<file path="config.mk">
export PLATFORM = sky130hd
export DESIGN_NAME = spi_3wire_9bit_master_flat
export DESIGN_NICKNAME = d
export VERILOG_FILES = /design/src/rtl/spi3_pkg.sv /design/src/rtl/spi3_if.sv /design/src/rtl/spi3_front.sv /design/src/rtl/spi3_queue.sv /design/src/rtl/spi3_back.sv /design/src/rtl/spi_3wire_9bit_master.sv /design/src/flat_wrapper.sv
export SDC_FILE = /design/constraint.sdc
export NUM_CORES = 1
export LEC_CHECK = 0
export BUFFER_PORTS_ARGS = -buffer_cell sky130_fd_sc_hd__buf_2
export CAP_MARGIN = 20
export CORE_UTILIZATION = 63
export DETAILED_ROUTE_END_ITERATION = 10
export PLACE_DENSITY = 0.9
export SYNTH_ARGS = -nofsm -noshare
export SYNTH_HDL_FRONTEND = slang
export SYNTH_SLANG_ARGS = --single-unit
</file>
<file path="constraint.sdc">
create_clock -name i_clk -period 5.6 [get_ports i_clk]
set_clock_uncertainty 0.05 [all_clocks]
set_input_delay 0.84 -clock i_clk [delete_from_list [all_inputs] [get_ports i_clk]]
set_output_delay 0.84 -clock i_clk [all_outputs]
set_load 0.02 [all_outputs]
</file>
<file path="src/rtl/spi3_pkg.sv">
`timescale 1ns / 1ps

package spi3_pkg;

    // Command codes of an input item
    localparam logic [1:0] CMD_WRITE8     = 2'd0;
    localparam logic [1:0] CMD_WRITE16    = 2'd1;
    localparam logic [1:0] CMD_READ8_PFX  = 2'd2;
    localparam logic [1:0] CMD_READ8      = 2'd3;

    // Configuration register indexes
    localparam int CFG_IDX_W = 2;
    localparam logic [CFG_IDX_W-1:0] CFG_CLOCK_IDLES_LOW    = 2'd0;
    localparam logic [CFG_IDX_W-1:0] CFG_SELECT_ACTIVE_HIGH = 2'd1;
    localparam logic [CFG_IDX_W-1:0] CFG_PREFIX_BIT_ENABLE  = 2'd2;
    localparam logic [CFG_IDX_W-1:0] CFG_READ_FROM_MISO     = 2'd3;
    localparam int CFG_DATA_W = 1;

    localparam int WORD_W      = 16;
    localparam int BYTE_W      = 8;
    localparam int BITS_W      = 5;   // holds 0..16
    localparam int POS_W       = 4;   // bit position inside the transmit word
    localparam int QUEUE_DEPTH = 2;

    localparam logic [BITS_W-1:0] BITS_WORD   = 5'd16;
    localparam logic [BITS_W-1:0] BITS_PREFIX = 5'd9;
    localparam logic [BITS_W-1:0] BITS_BYTE   = 5'd8;

    typedef struct packed {
        logic clock_idles_low;
        logic select_active_high;
        logic prefix_bit_enable;
        logic read_from_miso;
    } t_cfg;

    // Tick after classification by the front end
    typedef struct packed {
        logic              start;
        logic [1:0]        kind;
        logic [BITS_W-1:0] bits;
        logic [WORD_W-1:0] word;
        logic              sda_in;
        logic              miso_in;
    } t_item;

    typedef struct packed {
        logic              sck_level;
        logic              sda_out;
        logic              sda_drive;
        logic              cs_level;
        logic              busy_res;
        logic              read_done;
        logic [BYTE_W-1:0] read_byte;
    } t_result;

endpackage

</file>
<file path="src/rtl/spi3_if.sv">
`timescale 1ns / 1ps

interface spi3_in_if;
    logic                          valid;
    logic                          ready;
    logic                          start_req;
    logic [1:0]                    cmd;
    logic                          dc_bit;
    logic [spi3_pkg::WORD_W-1:0]   tx_word;
    logic                          sda_in;
    logic                          miso_in;

    modport source (output valid, start_req, cmd, dc_bit, tx_word, sda_in, miso_in,
                    input ready);
    modport sink   (input valid, start_req, cmd, dc_bit, tx_word, sda_in, miso_in,
                    output ready);
endinterface

interface spi3_out_if;
    logic                          valid;
    logic                          ready;
    logic                          sck_level;
    logic                          sda_out;
    logic                          sda_drive;
    logic                          cs_level;
    logic                          busy_res;
    logic                          read_done;
    logic [spi3_pkg::BYTE_W-1:0]   read_byte;

    modport source (output valid, sck_level, sda_out, sda_drive, cs_level, busy_res,
                    read_done, read_byte, input ready);
    modport sink   (input valid, sck_level, sda_out, sda_drive, cs_level, busy_res,
                    read_done, read_byte, output ready);
endinterface

interface spi3_cfg_if;
    logic                              valid;
    logic                              ready;
    logic [spi3_pkg::CFG_IDX_W-1:0]    index;
    logic [spi3_pkg::CFG_DATA_W-1:0]   data;

    modport source (output valid, index, data, input ready);
    modport sink   (input valid, index, data, output ready);
endinterface

</file>
<file path="src/rtl/spi3_front.sv">
`timescale 1ns / 1ps

// Decodes the command of each tick into bit count and transmit word.
module spi3_front (
    spi3_in_if.sink           i_in,
    input  spi3_pkg::t_cfg    i_cfg,
    output logic              o_push_valid,
    input  logic              i_push_ready,
    output spi3_pkg::t_item   o_push_item
);

    logic w_prefix;

    assign w_prefix = i_cfg.prefix_bit_enable
                      && (i_in.cmd == spi3_pkg::CMD_WRITE8
                          || i_in.cmd == spi3_pkg::CMD_READ8_PFX);

    assign o_push_valid = i_in.valid;
    assign i_in.ready   = i_push_ready;

    always_comb begin
        o_push_item.start   = i_in.start_req;
        o_push_item.kind    = i_in.cmd;
        o_push_item.sda_in  = i_in.sda_in;
        o_push_item.miso_in = i_in.miso_in;
        if (i_in.cmd == spi3_pkg::CMD_WRITE16) begin
            o_push_item.bits = spi3_pkg::BITS_WORD;
            o_push_item.word = i_in.tx_word;
        end else if (w_prefix) begin
            o_push_item.bits = spi3_pkg::BITS_PREFIX;
            o_push_item.word = {7'd0, i_in.dc_bit, i_in.tx_word[7:0]};
        end else begin
            o_push_item.bits = spi3_pkg::BITS_BYTE;
            o_push_item.word = {8'd0, i_in.tx_word[7:0]};
        end
    end

endmodule

</file>
<file path="src/rtl/spi3_queue.sv">
`timescale 1ns / 1ps

module spi3_queue #(
    parameter int DEPTH = spi3_pkg::QUEUE_DEPTH   // 2 or more
) (
    input  logic              i_clk,
    input  logic              i_rst_n,
    input  logic              i_push_valid,
    output logic              o_push_ready,
    input  spi3_pkg::t_item   i_push_item,
    output logic              o_pop_valid,
    input  logic              i_pop_ready,
    output spi3_pkg::t_item   o_pop_item
);

    localparam int PTR_W = $clog2(DEPTH);
    localparam int CNT_W = $clog2(DEPTH + 1);

    spi3_pkg::t_item  r_mem [DEPTH];
    logic [PTR_W-1:0] r_wr_ptr, n_wr_ptr;
    logic [PTR_W-1:0] r_rd_ptr, n_rd_ptr;
    logic [CNT_W-1:0] r_count, n_count;
    logic             w_push, w_pop;

    assign o_push_ready = (r_count != CNT_W'(DEPTH));
    assign o_pop_valid  = (r_count != '0);
    assign o_pop_item   = r_mem[r_rd_ptr];
    assign w_push       = i_push_valid && o_push_ready;
    assign w_pop        = o_pop_valid && i_pop_ready;

    always_comb begin
        n_wr_ptr = r_wr_ptr;
        n_rd_ptr = r_rd_ptr;
        n_count  = r_count;
        if (w_push) begin
            n_wr_ptr = (r_wr_ptr == PTR_W'(DEPTH - 1)) ? '0 : r_wr_ptr + 1'b1;
        end
        if (w_pop) begin
            n_rd_ptr = (r_rd_ptr == PTR_W'(DEPTH - 1)) ? '0 : r_rd_ptr + 1'b1;
        end
        if (w_push && !w_pop) begin
            n_count = r_count + 1'b1;
        end else if (w_pop && !w_push) begin
            n_count = r_count - 1'b1;
        end
    end

    always_ff @(posedge i_clk) begin
        if (!i_rst_n) begin
            r_wr_ptr <= '0;
            r_rd_ptr <= '0;
            r_count  <= '0;
        end else begin
            r_wr_ptr <= n_wr_ptr;
            r_rd_ptr <= n_rd_ptr;
            r_count  <= n_count;
        end
    end

    always_ff @(posedge i_clk) begin
        if (w_push) begin
            r_mem[r_wr_ptr] <= i_push_item;
        end
    end

endmodule

</file>
<file path="src/rtl/spi3_back.sv">
`timescale 1ns / 1ps

// Bit engine: one queued tick per cycle while o_out does not stall, result held in an output register.
module spi3_back (
    input  logic              i_clk,
    input  logic              i_rst_n,
    input  spi3_pkg::t_cfg    i_cfg,
    input  logic              i_pop_valid,
    output logic              o_pop_ready,
    input  spi3_pkg::t_item   i_pop_item,
    spi3_out_if.source        o_out
);

    localparam logic [1:0] PH_IDLE = 2'd0;
    localparam logic [1:0] PH_SEND = 2'd1;
    localparam logic [1:0] PH_READ = 2'd2;

    logic [1:0]                      r_phase, n_phase;
    logic [spi3_pkg::BITS_W-1:0]     r_bits_left, n_bits_left;
    logic                            r_high_half, n_high_half;
    logic [spi3_pkg::WORD_W-1:0]     r_tx_shift, n_tx_shift;
    logic [spi3_pkg::BYTE_W-1:0]     r_rx_shift, n_rx_shift;
    logic [1:0]                      r_kind, n_kind;
    logic                            r_out_valid;
    spi3_pkg::t_result               r_out, n_out;

    logic                            w_pop;
    logic                            w_last;
    logic [spi3_pkg::POS_W-1:0]      w_pos;
    logic                            w_idle_lvl;
    logic                            w_cs_on;

    assign o_pop_ready = !r_out_valid || o_out.ready;
    assign w_pop       = i_pop_valid && o_pop_ready;
    assign w_idle_lvl  = !i_cfg.clock_idles_low;
    assign w_cs_on     = i_cfg.select_active_high;

    always_comb begin
        n_phase     = r_phase;
        n_bits_left = r_bits_left;
        n_high_half = r_high_half;
        n_tx_shift  = r_tx_shift;
        n_rx_shift  = r_rx_shift;
        n_kind      = r_kind;

        // a start request only counts while idle
        if (r_phase == PH_IDLE && i_pop_item.start) begin
            n_kind      = i_pop_item.kind;
            n_tx_shift  = i_pop_item.word;
            n_bits_left = i_pop_item.bits;
            n_rx_shift  = '0;
            n_high_half = 1'b0;
            n_phase     = PH_SEND;
        end

        w_last = (n_bits_left <= spi3_pkg::BITS_W'(1));
        w_pos  = (n_bits_left != '0) ? spi3_pkg::POS_W'(n_bits_left - 1'b1) : '0;

        n_out.sck_level = w_idle_lvl;
        n_out.sda_out   = 1'b0;
        n_out.sda_drive = 1'b1;
        n_out.cs_level  = !w_cs_on;
        n_out.busy_res  = 1'b0;
        n_out.read_done = 1'b0;
        n_out.read_byte = '0;

        case (n_phase)
            PH_SEND: begin
                n_out.busy_res = 1'b1;
                n_out.cs_level = w_cs_on;
                n_out.sda_out  = n_tx_shift[w_pos];
                if (!n_high_half) begin
                    n_high_half = 1'b1;
                end else begin
                    n_out.sck_level = !w_idle_lvl;
                    n_high_half     = 1'b0;
                    n_bits_left     = w_last ? '0 : n_bits_left - 1'b1;
                    if (w_last) begin
                        if (n_kind[1]) begin
                            n_phase     = PH_READ;
                            n_bits_left = spi3_pkg::BITS_BYTE;
                        end else begin
                            n_phase = PH_IDLE;
                        end
                    end
                end
            end
            PH_READ: begin
                n_out.busy_res  = 1'b1;
                n_out.cs_level  = w_cs_on;
                n_out.sda_drive = i_cfg.read_from_miso;
                if (!n_high_half) begin
                    // sample before the pulse
                    n_rx_shift  = {n_rx_shift[spi3_pkg::BYTE_W-2:0],
                                   i_cfg.read_from_miso ? i_pop_item.miso_in
                                                        : i_pop_item.sda_in};
                    n_high_half = 1'b1;
                end else begin
                    n_out.sck_level = !w_idle_lvl;
                    n_high_half     = 1'b0;
                    n_bits_left     = w_last ? '0 : n_bits_left - 1'b1;
                    if (w_last) begin
                        n_out.read_done = 1'b1;
                        n_out.read_byte = n_rx_shift;
                        n_phase         = PH_IDLE;
                    end
                end
            end
            default: begin
                n_phase = PH_IDLE;
            end
        endcase
    end

    always_ff @(posedge i_clk) begin
        if (!i_rst_n) begin
            r_phase     <= PH_IDLE;
            r_bits_left <= '0;
            r_high_half <= 1'b0;
            r_kind      <= '0;
            r_out_valid <= 1'b0;
        end else begin
            if (w_pop) begin
                r_phase     <= n_phase;
                r_bits_left <= n_bits_left;
                r_high_half <= n_high_half;
                r_kind      <= n_kind;
            end
            if (w_pop) begin
                r_out_valid <= 1'b1;
            end else if (o_out.ready) begin
                r_out_valid <= 1'b0;
            end
        end
    end

    always_ff @(posedge i_clk) begin
        if (w_pop) begin
            r_tx_shift <= n_tx_shift;
            r_rx_shift <= n_rx_shift;
            r_out      <= n_out;
        end
    end

    assign o_out.valid     = r_out_valid;
    assign o_out.sck_level = r_out.sck_level;
    assign o_out.sda_out   = r_out.sda_out;
    assign o_out.sda_drive = r_out.sda_drive;
    assign o_out.cs_level  = r_out.cs_level;
    assign o_out.busy_res  = r_out.busy_res;
    assign o_out.read_done = r_out.read_done;
    assign o_out.read_byte = r_out.read_byte;

    a_done_busy: assert property (@(posedge i_clk) disable iff (!i_rst_n)
        r_out_valid && r_out.read_done |-> r_out.busy_res)
        else $error("read_done without busy");

    a_read_kind: assert property (@(posedge i_clk) disable iff (!i_rst_n)
        r_phase == PH_READ |-> r_kind[1])
        else $error("read phase entered by a write transfer");

    a_bits_range: assert property (@(posedge i_clk) disable iff (!i_rst_n)
        r_bits_left <= spi3_pkg::BITS_WORD)
        else $error("bit count out of range");

    a_half_toggle: assert property (@(posedge i_clk) disable iff (!i_rst_n)
        w_pop && r_phase != PH_IDLE |=> r_high_half != $past(r_high_half))
        else $error("clock half did not advance in a busy tick");

endmodule

</file>
<file path="src/rtl/spi_3wire_9bit_master.sv">
`timescale 1ns / 1ps

// Three-wire SPI master for panel setup, one half-bit tick per transfer on i_in.
// Each tick on i_in gives exactly one result on o_out with the pin levels for
// that tick (SCK, SDA, SDA enable, CS), busy, and the read byte with read_done.
// A tick with start_req while idle begins a write8 / write16 / read8 transfer;
// every serial bit takes two ticks, idle half then pulse half, MSB first.
// i_cfg writes one of four 1-bit registers (index 0..3: clock idles low,
// select active high, prefix bit enable, read from MISO); always ready.
// Path: a tick taken on i_in is written into the queue, then popped into the bit
// engine, whose output register holds its result on o_out; a stall on o_out can
// keep a tick waiting in the queue.
// Throughput: one tick per cycle while o_out does not stall, set by the bit engine,
// which takes a new tick whenever its output register is empty or being read; the
// queue and the output register keep that rate while each side stalls on its own.
// Reset: transfer state returns to idle and the registers to clock idles low,
// CS active low, prefix enabled, read from the shared SDA line.
// When o_out stalls the result holds; the queue fills and then i_in.ready drops.
module spi_3wire_9bit_master #(
    parameter int QUEUE_DEPTH = spi3_pkg::QUEUE_DEPTH
) (
    input  logic         i_clk,
    input  logic         i_rst_n,
    spi3_in_if.sink      i_in,
    spi3_cfg_if.sink     i_cfg,
    spi3_out_if.source   o_out
);

    spi3_pkg::t_cfg  r_cfg;
    logic            w_push_valid, w_push_ready;
    spi3_pkg::t_item w_push_item;
    logic            w_pop_valid, w_pop_ready;
    spi3_pkg::t_item w_pop_item;

    assign i_cfg.ready = 1'b1;

    always_ff @(posedge i_clk) begin
        if (!i_rst_n) begin
            r_cfg.clock_idles_low    <= 1'b1;
            r_cfg.select_active_high <= 1'b0;
            r_cfg.prefix_bit_enable  <= 1'b1;
            r_cfg.read_from_miso     <= 1'b0;
        end else if (i_cfg.valid) begin
            case (i_cfg.index)
                spi3_pkg::CFG_CLOCK_IDLES_LOW:    r_cfg.clock_idles_low    <= i_cfg.data[0];
                spi3_pkg::CFG_SELECT_ACTIVE_HIGH: r_cfg.select_active_high <= i_cfg.data[0];
                spi3_pkg::CFG_PREFIX_BIT_ENABLE:  r_cfg.prefix_bit_enable  <= i_cfg.data[0];
                spi3_pkg::CFG_READ_FROM_MISO:     r_cfg.read_from_miso     <= i_cfg.data[0];
                default: begin
                end
            endcase
        end
    end

    spi3_front u_front (
        .i_in         (i_in),
        .i_cfg        (r_cfg),
        .o_push_valid (w_push_valid),
        .i_push_ready (w_push_ready),
        .o_push_item  (w_push_item)
    );

    spi3_queue #(
        .DEPTH (QUEUE_DEPTH)
    ) u_queue (
        .i_clk        (i_clk),
        .i_rst_n      (i_rst_n),
        .i_push_valid (w_push_valid),
        .o_push_ready (w_push_ready),
        .i_push_item  (w_push_item),
        .o_pop_valid  (w_pop_valid),
        .i_pop_ready  (w_pop_ready),
        .o_pop_item   (w_pop_item)
    );

    spi3_back u_back (
        .i_clk       (i_clk),
        .i_rst_n     (i_rst_n),
        .i_cfg       (r_cfg),
        .i_pop_valid (w_pop_valid),
        .o_pop_ready (w_pop_ready),
        .i_pop_item  (w_pop_item),
        .o_out       (o_out)
    );

endmodule
</file>
<file path="src/flat_wrapper.sv">
// flat-port wrapper written by rule: the top's interface ports become plain ports
module spi_3wire_9bit_master_flat 
#(
    parameter int QUEUE_DEPTH = spi3_pkg::QUEUE_DEPTH
)
  (i_clk, i_rst_n, i_in_valid, i_in_start_req, i_in_cmd, i_in_dc_bit, i_in_tx_word, i_in_sda_in, i_in_miso_in, i_in_ready, i_cfg_valid, i_cfg_index, i_cfg_data, i_cfg_ready, o_out_valid, o_out_sck_level, o_out_sda_out, o_out_sda_drive, o_out_cs_level, o_out_busy_res, o_out_read_done, o_out_read_byte, o_out_ready);
  spi3_in_if i_in_i ();
  spi3_cfg_if i_cfg_i ();
  spi3_out_if o_out_i ();
  input  logic i_clk;
  input  logic i_rst_n;
  input wire logic [$bits(i_in_i.valid)-1:0] i_in_valid;
  input wire logic [$bits(i_in_i.start_req)-1:0] i_in_start_req;
  input wire logic [$bits(i_in_i.cmd)-1:0] i_in_cmd;
  input wire logic [$bits(i_in_i.dc_bit)-1:0] i_in_dc_bit;
  input wire logic [$bits(i_in_i.tx_word)-1:0] i_in_tx_word;
  input wire logic [$bits(i_in_i.sda_in)-1:0] i_in_sda_in;
  input wire logic [$bits(i_in_i.miso_in)-1:0] i_in_miso_in;
  output wire logic [$bits(i_in_i.ready)-1:0] i_in_ready;
  input wire logic [$bits(i_cfg_i.valid)-1:0] i_cfg_valid;
  input wire logic [$bits(i_cfg_i.index)-1:0] i_cfg_index;
  input wire logic [$bits(i_cfg_i.data)-1:0] i_cfg_data;
  output wire logic [$bits(i_cfg_i.ready)-1:0] i_cfg_ready;
  output wire logic [$bits(o_out_i.valid)-1:0] o_out_valid;
  output wire logic [$bits(o_out_i.sck_level)-1:0] o_out_sck_level;
  output wire logic [$bits(o_out_i.sda_out)-1:0] o_out_sda_out;
  output wire logic [$bits(o_out_i.sda_drive)-1:0] o_out_sda_drive;
  output wire logic [$bits(o_out_i.cs_level)-1:0] o_out_cs_level;
  output wire logic [$bits(o_out_i.busy_res)-1:0] o_out_busy_res;
  output wire logic [$bits(o_out_i.read_done)-1:0] o_out_read_done;
  output wire logic [$bits(o_out_i.read_byte)-1:0] o_out_read_byte;
  input wire logic [$bits(o_out_i.ready)-1:0] o_out_ready;
  assign i_in_i.valid = i_in_valid;
  assign i_in_i.start_req = i_in_start_req;
  assign i_in_i.cmd = i_in_cmd;
  assign i_in_i.dc_bit = i_in_dc_bit;
  assign i_in_i.tx_word = i_in_tx_word;
  assign i_in_i.sda_in = i_in_sda_in;
  assign i_in_i.miso_in = i_in_miso_in;
  assign i_in_ready = i_in_i.ready;
  assign i_cfg_i.valid = i_cfg_valid;
  assign i_cfg_i.index = i_cfg_index;
  assign i_cfg_i.data = i_cfg_data;
  assign i_cfg_ready = i_cfg_i.ready;
  assign o_out_valid = o_out_i.valid;
  assign o_out_sck_level = o_out_i.sck_level;
  assign o_out_sda_out = o_out_i.sda_out;
  assign o_out_sda_drive = o_out_i.sda_drive;
  assign o_out_cs_level = o_out_i.cs_level;
  assign o_out_busy_res = o_out_i.busy_res;
  assign o_out_read_done = o_out_i.read_done;
  assign o_out_read_byte = o_out_i.read_byte;
  assign o_out_i.ready = o_out_ready;
  spi_3wire_9bit_master #(.QUEUE_DEPTH(QUEUE_DEPTH)) u_core (.i_clk(i_clk), .i_rst_n(i_rst_n), .i_in(i_in_i), .i_cfg(i_cfg_i), .o_out(o_out_i));
endmodule
</file>
Word-level counts from Yosys, hierarchy flattened
Memories as Yosys holds them, arrays and structs flattened. A register that Yosys moved wholly into a read port is not among the register bits.
Cells that the tools add are included.
{ "word_totals": {"reg_bits": 57, "mem_bits_rw": 52, "in_bits": 30, "out_inout_bits": 17, "word_cells": 108, "n_memories": 1} }
{ "op_classes": {"n_addsub": 5, "order_cmp": 2, "eq_ne": 8, "muxes": 42, "n_reduce_logical": 28} }
{ "mem_list": {"columns": ["name", "words", "word_bits", "rd", "rd_ports_with_merged_regs", "write_ports", "line", "source"], "rows": [
  ["u_core.u_queue.r_mem", 2, 26, 1, 1, 1, "spi3_queue.sv:19", "spi3_pkg::t_item r_mem [DEPTH];"]
]} }
{ "op_table": {"columns": ["op", "n"], "rows": [
  ["$mux 5", 6],
  ["$mux 8", 3],
  ["$mux 21", 1],
  ["$mux 2", 10],
  ["$mux 17", 1],
  ["$mux 16", 1],
  ["$mux 1", 15],
  ["$reduce_and 2->1", 6],
  ["$pmux 5 s2", 1],
  ["$mux 9", 1],
  ["$eq 2x2->1 const B", 4],
  ["$eq 2x1->1 const B", 3],
  ["$logic_and 1x1->1", 6],
  ["$logic_not 2->1", 3],
  ["$reduce_bool 2->1", 3],
  ["$le 5x1->1 const B", 1],
  ["$logic_not 1->1", 5],
  ["$lt 4x5->1 const B", 1],
  ["$reduce_bool 5->1", 1],
  ["$sub 5x1->5 const B", 1],
  ["$bmux 1 s4", 1],
  ["$mux 4", 1],
  ["$pmux 2 s2", 1],
  ["$reduce_and 3->1", 1],
  ["other kinds (6)", 8]
]} }

Longest topological paths before layout
{ "logic_depth": {"ltp_word": 9, "depth_mapped": 14, "mapped_depth_nobuf": 10} }

Hierarchy
Synthesis repeated with hierarchy kept, for this count alone.
{ "unflattened": {"hier_cells": 412, "hier_area_um2": 5084.9} }
{ "by_module_without_submodules": {"columns": ["module", "n_inst", "cells_each", "area_per_inst_um2", "seq_area_each_um2"], "rows": [
  ["spi3_back", 1, 257, 2558.7, 1341.3],
  ["spi3_queue", 1, 105, 2112.0, 1661.6],
  ["spi3_front", 1, 30, 220.2, 0.0],
  ["spi_3wire_9bit_master", 1, 20, 193.9, 80.1]
]} }

Worst setup path before layout
No wires, ideal clock.
{ "synth_path": {"path_kind": "flip-flop to flip-flop", "startpoint": "reg with a tool-made name", "endpoint": "reg u_core.u_back.r_out, in the netlist u_core.u_back.o_out.sda_out, data pin", "setup_ps": 263, "arrival_ps": 3047, "required_ps": 5287, "setup_slack_ps": 2240, "path_stages_with_launch": 15, "path_buffers": 4, "period_less_slack_ps": 3360, "cell_sequence": "dfxtp_1 -> buf_4 -> mux2_2 -> nand2_1 -> buf_2 -> clkbuf_1 -> buf_1 -> nand2_1 -> ha_1 -> nand2b_1 -> a221oi_1 -> a311oi_1 -> a21bo_2 -> a211oi_1 -> nor4_1"} }
{ "synth_rtl": {"columns": ["item", "line", "source"], "rows": [
  ["to (signal assigned)", "spi3_back.sv:141", "r_out <= n_out;"],
  ["to (decl)", "spi3_back.sv:25", "spi3_pkg::t_result r_out, n_out;"]
]} }

==> results_dict.tcl <==
set metrics [dict create \
    status "finished, final reports clean" \
    diodes 0 \
    synth-edff-count 84 \
    viasPerCell 5.987 \
    ctsHtreeMaxLevel 3 \
    max_stage_delay_ns 0.75 \
    cp-end-kind "register" \
    r2r_end "u_core.u_back.o_out.sda_out" \
    worstHoldPathCells 2 \
    path_cells "buf_4, mux2_2, nand3_2, o21ai_1, ha_1, nand2b_1, a221oi_1, a311oi_1, a21bo_2, a211oi_1, nor4_1" \
    yosys_warnings 0 \
    synth-xor-area-share_pct 1.623 \
    max_slew_margin_pct 29.48 \
    reg2reg_depth 11 \
    fin_nets 472 \
    fmax_ghz 0.2557 \
    syn_to_final_growth_pct 9.377 \
    cts_root_buf "clkbuf_8" \
    crit_fanout 20 \
    cellPowerDensity_mw_per_mm2 527.8 \
    ant_nets 0 \
    gp_congestion 0.9567 \
    vias 3245 \
    synth_top_family_by_area "simple AND/OR/NAND/NOR gates" \
    grt.total_usage_pct 23.85 \
    startpoint_type "register" \
    syn_inst 399 \
    start_util_pct 65.91 \
    wl_per_cell_microns 16.49 \
    cts_hold_buf 0 \
    power.total_w 0.002804 \
    clock_path_buffers 2 \
    insertion_delay_ns 0.36 \
    drt_first_pass_iters 4 \
    totalWireLength_microns 8937 \
    die_w_microns 89.81 \
    rows 31 \
    drt_iter0_markers 295 \
    fillers 505 \
    core_region_area_sq_mm 0.007370 \
    rsz0062_at_grt "no" \
    overflow 0 \
    hold_end "u_core.r_cfg[3]" \
    maxCapViolCount 0 \
    ys_async_sr_fraction_pct 0 \
    synthMuxAreaShare_pct 10.64 \
    clock-sinks 103 \
    period_minus_slack_ns 3.911 \
    path_clk_slew_ns 0.10 \
    leakage_nw 1.923 \
    synth_ff_type "edfxtp_1" \
    synth_fa_ha_area_share_pct 1.030 \
    drive_gt1_share_pct 19.41 \
    syn_area_sq_mm 0.004857 \
    cp.required_ns 5.66 \
    cts_setup_buffers 0 \
    cts_made_buffers 9 \
    grt_pass1_vias 3121 \
    port_buffers 45 \
    crit_type "register to register" \
    synth_compound_area_share_pct 11.18 \
    final_util_pct 72.09 \
    cts_tree "built" \
    avgSynthCellArea_sq_um 12.17 \
    tns_ns 0 \
    min_path_type "register to register" \
    regToRegSetupSlack_ns 1.69 \
    ir_drop_mv 0.3264 \
    slew_violations 0 \
    hold-worst-slack_ns 0.4672 \
    worstPathArrival_ns 3.97 \
    drc 0 \
    dp_hpwl_microns 6189 \
    final_cell_mix "edfxtp_1 (84), buf_2 (45), mux2i_1 (39)" \
    fin_crit_sh_pct 69.84 \
    syn_nets 433 \
    finalHoldViolations 0 \
    synth_simple_gate_area_share_pct 12.44 \
    grt_pass1_wl_microns 15130 \
    cts-resized-gates 0 \
    layout_commonest_cell "edfxtp_1" \
    hp-start "u_core.r_cfg[3]" \
    antenna_found_initial 0 \
    seq_area_frac_synth_pct 59.76 \
    finalSetupViolCount 0 \
    grt_max_degree 38 \
    die_area_sq_mm 0.008065 \
    cp_slowest_cell "dfxtp_1" \
    synth_seq_cells 103 \
    die_h_microns 89.81 \
    yosys.cell_types.count 64 \
    tightest_slew_ns 1.058 \
    io_pins 47 \
]
report_power, final:
part / internal (W) / switching (W) / leakage [nW] / total [W]
registers: 0.00114 / 0.000143 / 0.955 / 0.00128
logic: 0.000422 / 0.000687 / 0.881 / 0.00111
clock network: 0.000164 / 0.000251 / 0.0870 / 0.000415
total: 0.00172 / 0.00108 / 1.92 / 0.00280
kinds of logic (layout without fill, tap and decap cells):
kind of cell,after synthesis,in the layout
XOR/XNOR,9,9
buffers and inverters,34,78
adder cells (fa/ha/maj),4,4
other,1,1
AND/OR/NAND/NOR,117,117
flip-flops,103,103
multiplexers,48,48
AO/OA/AOI/OAI,83,83
flip-flops by register name, summed over array words and instances (netlist names), 2 cells and up, named ones only:
| signal | count |
|---|---|
| u_core.u_back.r_bits_left | 5 |
| u_core.u_queue.r_count | 2 |
| u_core.u_back.o_out.read_byte | 8 |
| u_core.u_back.r_tx_shift | 16 |
| u_core.u_back.r_phase | 2 |
| u_core.u_back.r_rx_shift | 8 |
| u_core.u_queue.r_mem | 46 |
| u_core.r_cfg | 4 |
critical path, delay by kind of cell, from the launching register on:
kind | cells | cell delay, ns
adder cells (fa/ha/maj) | 1 | 0.32
buffers and inverters | 1 | 0.42
multiplexers | 1 | 0.48
AO/OA/AOI/OAI | 5 | 1.27
AND/OR/NAND/NOR | 3 | 0.38
flip-flops | 1 | 0.75
cell type report:
class | count | area, sq um | share of cell area, %
sequential | 103 | 2903 | 54.64
timing repair buffer | 50 | 270.3 | 5.087
multi-input combinational | 262 | 1799 | 33.87
inverter | 12 | 45.04 | 0.8479
clock inverter | 6 | 43.79 | 0.8243
tap | 99 | 123.9 | 2.332
clock buffer | 10 | 127.6 | 2.402
per-layer routing:
metal	up-vias	share of wire (%)	track usage, %
li1	1551	-	-
met3	17	4.8	3.892
met4	0	1.9	8.880
met5	-	0	0
met2	112	48	38.08
met1	1565	45	33.20
cells in the mapped netlist, drive strengths merged (4+ instances only):
cell     n  area share [%]
o21ai   28             2.9
nor3     7            0.82
xnor2    4            0.72
nand2b   4            0.52
nor2    34             2.7
nand2   25             2.0
ha       4             1.0
or2      4            0.52
nor2b    5            0.64
buf     13             1.6
dfxtp   19             7.8
a21oi   20             2.1
and2    18             2.3
xor2     5            0.90
edfxtp  84              52
inv     11            0.85
mux2     6             1.4
clkbuf   9            0.70
mux2i   41             8.8
nand3    6            0.72
a211oi   8             1.2
per-stage QoR:
stage | cell area [sq um] | setup slack, ns | std cells
floorplan | 4857 | 2.240 | 399
global placement | 5126 | 1.938 | 525
detailed placement | 5126 | 1.794 | 525
CTS | 5298 | 1.756 | 541
global route | 5313 | 1.474 | 542
finish | 5313 | 1.689 | 542
worst max-delay path by stage:
| stage | cells after the start | to | startpoint | slack, ns |
|---|---|---|---|---|
| final | 11 | u_core.u_back.o_out.sda_out | register | 1.69 |
| after global routing | 11 | u_core.u_back.o_out.sda_out | register | 1.47 |
| after CTS | 11 | u_core.u_back.o_out.sda_out | register | 1.76 |
| after detailed placement | 11 | u_core.u_back.o_out.sda_out | register | 1.79 |
| after global placement | 11 | u_core.u_back.o_out.sda_out | register | 1.94 |
| after floorplan | 14 | u_core.u_back.o_out.sda_out | register | 2.24 |
(Power assumes the default switching activity.)
